## config.mk

```make
export PLATFORM = sky130hd
export DESIGN_NAME = sfs_ctrl
export DESIGN_NICKNAME = d
export VERILOG_FILES = /design/src/sv/assert_macros.svh /design/src/sv/sfs_pkg.sv /design/src/sv/sfs_ctrl.sv
export SDC_FILE = /design/constraint.sdc
export NUM_CORES = 1
export LEC_CHECK = 0
export BUFFER_PORTS_ARGS = -buffer_cell sky130_fd_sc_hd__buf_2
export CORE_AREA = 3 3 40 42
export CTS_CLUSTER_DIAMETER = 200
export DETAILED_ROUTE_END_ITERATION = 16
export DIE_AREA = 0 0 43 45
export GPL_TIMING_DRIVEN = 0
export HOLD_SLACK_MARGIN = 0.05
export SETUP_SLACK_MARGIN = 0.2
export SLEW_MARGIN = 20
export SYNTH_ARGS = -nofsm -noshare
export SYNTH_HDL_FRONTEND = slang
export SYNTH_SLANG_ARGS = --single-unit
```

## constraint.sdc

```tcl
create_clock -name clk -period 1.2 [get_ports clk]
set_input_delay 0.12 -clock clk [delete_from_list [all_inputs] [get_ports clk]]
set_output_delay 0.12 -clock clk [all_outputs]
set_load 0.01 [all_outputs]
```

## src/sv/assert_macros.svh

```systemverilog
// Assertion macros for the sprite frame sequencer.
// Included by the RTL files that carry concurrent assertions.
`ifndef ASSERT_MACROS_SVH
`define ASSERT_MACROS_SVH

`ifndef NO_ASSERTIONS

// Check a property on every rising edge outside reset.
`define SFS_ASSERT(lbl, clk, rst_n, prop, msg) \
    lbl: assert property (@(posedge clk) disable iff (!rst_n) prop) else $error(msg);

// Check that a condition never holds outside reset.
`define SFS_ASSERT_NEVER(lbl, clk, rst_n, cond, msg) \
    lbl: assert property (@(posedge clk) disable iff (!rst_n) !(cond)) else $error(msg);

`else

`define SFS_ASSERT(lbl, clk, rst_n, prop, msg)
`define SFS_ASSERT_NEVER(lbl, clk, rst_n, cond, msg)

`endif

`endif

```

## src/sv/sfs_pkg.sv

```systemverilog
// Package for the sprite frame sequencer: codes, widths, reset values and
// the command, status and state types shared by controller and datapath.
// No dependencies.
`default_nettype none

package sfs_pkg;

    localparam int REQ_W      = 2;
    localparam int DT_W       = 16;
    localparam int TI_W       = 8;
    localparam int DUR_W      = 24;
    localparam int FRAME_W    = 8;
    localparam int CLIP_W     = 9;
    localparam int POS_W      = 10;
    localparam int IDX_W      = 10;
    localparam int ELAPSED_W  = 32;
    localparam int SPEED_W    = 16;
    localparam int MODE_W     = 2;
    localparam int CFG_INDEX_W = 3;
    localparam int CFG_DATA_W = 16;

    localparam logic [REQ_W-1:0] REQ_TICK    = 2'd0;
    localparam logic [REQ_W-1:0] REQ_WRITE   = 2'd1;
    localparam logic [REQ_W-1:0] REQ_RESTART = 2'd2;

    localparam logic [MODE_W-1:0] MODE_LOOP     = 2'd0;
    localparam logic [MODE_W-1:0] MODE_ONCE     = 2'd1;
    localparam logic [MODE_W-1:0] MODE_REVERSE  = 2'd2;
    localparam logic [MODE_W-1:0] MODE_PINGPONG = 2'd3;

    localparam logic [CFG_INDEX_W-1:0] REG_FIRST_FRAME     = 3'd0;
    localparam logic [CFG_INDEX_W-1:0] REG_FRAME_COUNT     = 3'd1;
    localparam logic [CFG_INDEX_W-1:0] REG_FRAMES_IN_TABLE = 3'd2;
    localparam logic [CFG_INDEX_W-1:0] REG_PLAYBACK_MODE   = 3'd3;
    localparam logic [CFG_INDEX_W-1:0] REG_LOOP_ENABLE     = 3'd4;
    localparam logic [CFG_INDEX_W-1:0] REG_SPEED_Q8        = 3'd5;

    localparam logic [SPEED_W-1:0] SPEED_RESET     = 16'd256;
    localparam logic [DUR_W-1:0]   MIN_DURATION_US = 24'd1000;

    typedef struct packed {
        logic latch;
        logic write;
        logic restart;
        logic clamp;
        logic acc;
        logic look;
        logic step;
        logic mod_start;
        logic load_out;
    } cmd_t;

    typedef struct packed {
        logic [REQ_W-1:0] req;
        logic             skip;
        logic             paused;
        logic             cur_out;
        logic             step_more;
        logic             mod_done;
        logic             out_busy;
    } status_t;

    typedef enum logic [2:0] {
        ST_IDLE,
        ST_DECODE,
        ST_ACC,
        ST_LOOK,
        ST_STEP,
        ST_EMIT_START,
        ST_EMIT_WAIT,
        ST_OUT
    } state_t;

endpackage

`default_nettype wire

```

## src/sv/sfs_ctrl.sv

```systemverilog
// Controller of the sprite frame sequencer: sequences decode, accumulate,
// frame advances, remainder and result load. Depends on sfs_pkg.
`default_nettype none

module sfs_ctrl (
    input  wire logic             clk,
    input  wire logic             rst_n,
    input  wire logic             in_valid,
    output logic                  in_ready,
    input  wire sfs_pkg::status_t status,
    output sfs_pkg::cmd_t         cmd
);

    sfs_pkg::state_t state_reg, state_next;

    always_comb
    begin
        state_next = state_reg;
        unique case (state_reg)
            sfs_pkg::ST_IDLE:
            begin
                if (in_valid)
                begin
                    state_next = sfs_pkg::ST_DECODE;
                end
            end
            sfs_pkg::ST_DECODE:
            begin
                if (status.req == sfs_pkg::REQ_TICK && !status.skip && !status.paused)
                begin
                    state_next = sfs_pkg::ST_ACC;
                end
                else
                begin
                    state_next = sfs_pkg::ST_EMIT_START;
                end
            end
            sfs_pkg::ST_ACC:
            begin
                state_next = sfs_pkg::ST_LOOK;
            end
            sfs_pkg::ST_LOOK:
            begin
                state_next = status.cur_out ? sfs_pkg::ST_EMIT_START : sfs_pkg::ST_STEP;
            end
            sfs_pkg::ST_STEP:
            begin
                if (!status.step_more)
                begin
                    state_next = sfs_pkg::ST_EMIT_START;
                end
            end
            sfs_pkg::ST_EMIT_START:
            begin
                state_next = sfs_pkg::ST_EMIT_WAIT;
            end
            sfs_pkg::ST_EMIT_WAIT:
            begin
                if (status.mod_done)
                begin
                    state_next = sfs_pkg::ST_OUT;
                end
            end
            sfs_pkg::ST_OUT:
            begin
                if (!status.out_busy)
                begin
                    state_next = sfs_pkg::ST_IDLE;
                end
            end
            default:
            begin
                state_next = sfs_pkg::ST_IDLE;
            end
        endcase
    end

    always_comb
    begin
        cmd      = '0;
        in_ready = 1'b0;
        unique case (state_reg)
            sfs_pkg::ST_IDLE:
            begin
                in_ready  = 1'b1;
                cmd.latch = in_valid;
            end
            sfs_pkg::ST_DECODE:
            begin
                cmd.clamp   = (status.req == sfs_pkg::REQ_TICK) && !status.skip;
                cmd.write   = (status.req == sfs_pkg::REQ_WRITE);
                cmd.restart = (status.req == sfs_pkg::REQ_RESTART);
            end
            sfs_pkg::ST_ACC:
            begin
                cmd.acc = 1'b1;
            end
            sfs_pkg::ST_LOOK:
            begin
                cmd.look = 1'b1;
            end
            sfs_pkg::ST_STEP:
            begin
                cmd.step = 1'b1;
            end
            sfs_pkg::ST_EMIT_START:
            begin
                cmd.mod_start = 1'b1;
            end
            sfs_pkg::ST_EMIT_WAIT:
            begin
            end
            sfs_pkg::ST_OUT:
            begin
                cmd.load_out = !status.out_busy;
            end
            default:
            begin
            end
        endcase
    end

    always_ff @(posedge clk or negedge rst_n)
    begin
        if (!rst_n)
        begin
            state_reg <= sfs_pkg::ST_IDLE;
        end
        else
        begin
            state_reg <= state_next;
        end
    end

endmodule

`default_nettype wire

```

# == Word level (Yosys, flattened, before mapping) ==
# Index checks and enable logic that the tools add are counted.
# totals
reg_bits,3
memories,0
elab_cells,37
latch_bits,0
romBits,0
mem_bits_rw,0
# op_classes
order_cmp,0
shift,0
bitwise_logic,0
muxes,15
n_eq_ne,13
multipliers,0
div,0
add_sub_neg,0
n_reduce_logical,8
# ops
op,count
3-bit one-hot mux with 8 select lines,1
3-bit 2-to-1 mux,6
"3-bit equality test, second input constant",4
1-bit 2-to-1 mux,8
"2-bit inequality test, second input constant",4
"3-bit by 2-bit equality test with 1-bit output, second input constant",2
4-bit AND reduction,1
"3-bit by 1-bit equality test with 1-bit output, second input constant",1
1-bit logical NOT,3
3-bit logical NOT,1
"2-bit by 1-bit equality test with 1-bit output, second input constant",1
"2-bit equality test, second input constant",1
1-bit logical AND,2
2-bit logical NOT,1

# == Depth between registers and ports, before layout ==
# logic_depth
word_depth,5
mapped_depth,4
mapped_depth_nobuf,3

# == Worst setup path before layout ==
# OpenSTA, ideal clock, no wires.
# synth_path
kind,register to output
startpoint,reg state_reg[2]
endpoint,out cmd[8] (netlist bit)
t_arrival_ns,1.056
stages_incl_launch_ff,4
path_buffers,1
path_slack_ns,0.024
cell_sequence,dfrtp_1 > buf_6 > nor3_1 > and2_1
# synth_lines
element,line_no,text
"start, declared",sfs_ctrl.sv:14,"sfs_pkg::state_t state_reg, state_next;"
"start signal, assigned",sfs_ctrl.sv:127,state_reg <= sfs_pkg::ST_IDLE;
"start signal, assigned",sfs_ctrl.sv:131,state_reg <= state_next;
"end, declared",sfs_ctrl.sv:11,output sfs_pkg::cmd_t cmd

==> flow_metrics.env <==
export IMPL_status="complete, but fails checks"
export IMPL_violations="negative setup slack"
export IMPL_path_max_fanout=4
export IMPL_hpwl_um=603
export IMPL_setup_worst_path_end_class="output pin"
export IMPL_tightest_slew_ps=220
export IMPL_rsz0062_at_grt="yes"
export IMPL_cts_num_sinks=3
export IMPL_rr_endpoint="state_reg[0]$_DFFE_PN0P_"
export IMPL_final_util_pct=59.3
export IMPL_path_class="flip-flop to output pin"
export IMPL_place_inst=70
export IMPL_grt_pass1_vias=388
export IMPL_maxCapViolCount=0
export IMPL_area_growth_pct=173
export IMPL_antenna_cells=0
export IMPL_grt_max_degree=11
export IMPL_arrival_ps=1250
export IMPL_drc=0
export IMPL_fin_crit_sh_pct=114
export IMPL_clkTransAtPathRegs_ps=40
export IMPL_layout_commonest_cell="buf_2"
export IMPL_io_buffers=20
export IMPL_whs_ps=215
export IMPL_die_w_um=43
export IMPL_timing_rr_start="state_reg[1]$_DFFE_PN0P_"
export IMPL_setup_viol=11
export IMPL_drive_gt1_share_pct=85.7
export IMPL_antenna_found_initial=0
export IMPL_fin_total_pwr_mw=1.86
export IMPL_syn_area_um2=279
export IMPL_dieHeight_um=45
export IMPL_wl_per_cell_um=11.5
export IMPL_drtAntennaViolNets=0
export IMPL_yosysWarnings=0
export IMPL_pin_count=21
export IMPL_cts_root_buf="clkbuf_4"
export IMPL_worstHoldPathType="primary input to asynchronous set/reset pin"
export IMPL_initial_core_util_pct=21.7
export IMPL_min_period_ps=1370
export IMPL_r2r_slack_ps=-130
export IMPL_largest_reg_flops=3
export IMPL_synthesis_instances=35
export IMPL_gp_congestion=0.733
export IMPL_hold_viol_final=0
export IMPL_avgViaCountPerCell=4.40
export IMPL_slew_headroom_pct=85.3
export IMPL_final_cell_mix="buf_2 (18), buf_6 (14), buf_4 (8)"
export IMPL_max_freq_ghz=0.731
export IMPL_rows=13
export IMPL_cts_buffers=3
export IMPL_clk_path_buf_depth=2
export IMPL_fill_cells=111
export IMPL_fin_skew_ps=0.861
export IMPL_layoutNonFillerInstCount=92
export IMPL_insertion_delay_ps=230
export IMPL_p_leak_nw=0.357
export IMPL_setup_ws_ps=-168
export IMPL_core_area_mm2=0.00128
export IMPL_vias=405
export IMPL_synth_yosys_seq_area_share_pct=26.9
export IMPL_synth_nets=46
export IMPL_final_max_slew_violation_count=0
export IMPL_drt_iter0_drc=3
export IMPL_cts_tree="yes"
export IMPL_synth_ff_latch_count=3
export IMPL_critical_path_startpoint_type="flip-flop"
export IMPL_r2r_cells=7
export IMPL_synth_avg_cell_area_um2=7.97
export IMPL_final_nets=89
export IMPL_crit_required_ps=1080
export IMPL_grtUsageTotal_pct=11.5
export IMPL_grt_pass1_wl_um=1590
export IMPL_synth_cell_types=23
export IMPL_vdd_ir_drop_max_uv=888
export IMPL_die_area_mm2=0.00194
export IMPL_power_density_mw_per_mm2=2440
export IMPL_cts_max_level=1
export IMPL_overflow=0
export IMPL_drt_pass1_iter_count=3
export IMPL_drt_total_wl_um=1060
## cell families (layout without fill, tap and decap cells)
logic type | Yosys count | after routing | synth area share, %
multiplexers | 1 | 1 | 3.59
AO/OA/AOI/OAI | 7 | 7 | 17.5
AND/OR/NAND/NOR | 19 | 19 | 38.6
flip-flops | 3 | 3 | 26.9
buffers and inverters | 5 | 47 | 13.5
## worst max path at each step
stage / to / slack (ps) / depth (start not counted) / from
global route: cmd[8] / -240 / 5 / state_reg[1]$_DFFE_PN0P_
detailed placement: state_reg[0]$_DFFE_PN0P_ / -7 / 4 / status[6]
finish: cmd[2] / -170 / 5 / state_reg[1]$_DFFE_PN0P_
floorplan: state_reg[0]$_DFFE_PN0P_ / 160 / 3 / status[4]
CTS: cmd[6] / -160 / 5 / state_reg[1]$_DFFE_PN0P_
global placement: state_reg[0]$_DFFE_PN0P_ / 3 / 4 / status[6]
## cells in the mapped netlist (all sizes together)
library cell / number / area (um^2)
and3: 2 / 12.5
nor2: 3 / 11.3
nand3: 1 / 5.00
o21ai: 2 / 10.0
nor3: 4 / 20.0
nand2: 2 / 7.51
a21o: 1 / 7.51
a311oi: 1 / 8.76
dfrtp: 3 / 75.1
nor4: 1 / 6.26
and2: 1 / 6.26
or2: 1 / 6.26
a31o: 1 / 8.76
mux2i: 1 / 10.0
a21oi: 1 / 5.00
o2bb2ai: 1 / 8.76
inv: 2 / 7.50
or4: 1 / 11.3
buf: 3 / 30.0
nand2b: 1 / 6.26
nor3b: 2 / 15.0
## worst max-delay path: stages, from the launching register on
cell and delay (ps):
dfrtp_1 370, buf_6 140, buf_6 110, buf_6 110
nor3_2 140, buf_2 140
## through the flow
step / area (um^2) / TNS [ps] / setup slack, ps
2_1_floorplan: 358 / 0 / 162
3_3_place_gp: 477 / 0 / 2.63
3_5_place_dp: 477 / -7.26 / -7.26
4_1_cts: 628 / -1090 / -162
5_1_grt: 762 / -1910 / -242
6_report: 762 / -1300 / -168
## area by class of cell
type	instances	area, um^2	share of cell area (%)
inverter	2	17.5	2.30
timing repair buffer	38	284	37.3
sequential	3	75.1	9.85
tap	15	18.8	2.46
clock buffer	4	26.3	3.45
multi-input combinational	27	307	40.2
buffer	3	33.8	4.43
## report_power, final
part           total (mW)  switching (mW)  internal (mW)
Clock               0.182          0.0566          0.125
Sequential          0.181          0.0280          0.153
Combinational        1.50           0.659          0.839
## per-layer routing
| layer | global-route usage, % | share of wire (%) | up-vias |
|---|---|---|---|
| met1 | 12.7 | 43 | 181 |
| met4 | 9.04 | 0 | 0 |
| met5 | 0 | 0 | - |
| li1 | - | - | 209 |
| met3 | 1.20 | 5.1 | 0 |
| met2 | 20.1 | 52 | 15 |
## timing repair
item | CTS | global route
pin swaps | 8 | 9
endpoints found under the hold margin | 3 | 0
endpoints found under the setup margin | 11 | 13
hold buffers | 1 | 0
buffers inserted | 11 | 6
gates cloned | 0 | 0
gates resized for setup | 8 | 22
No activity file was read; power rests on OpenSTA's default activity.
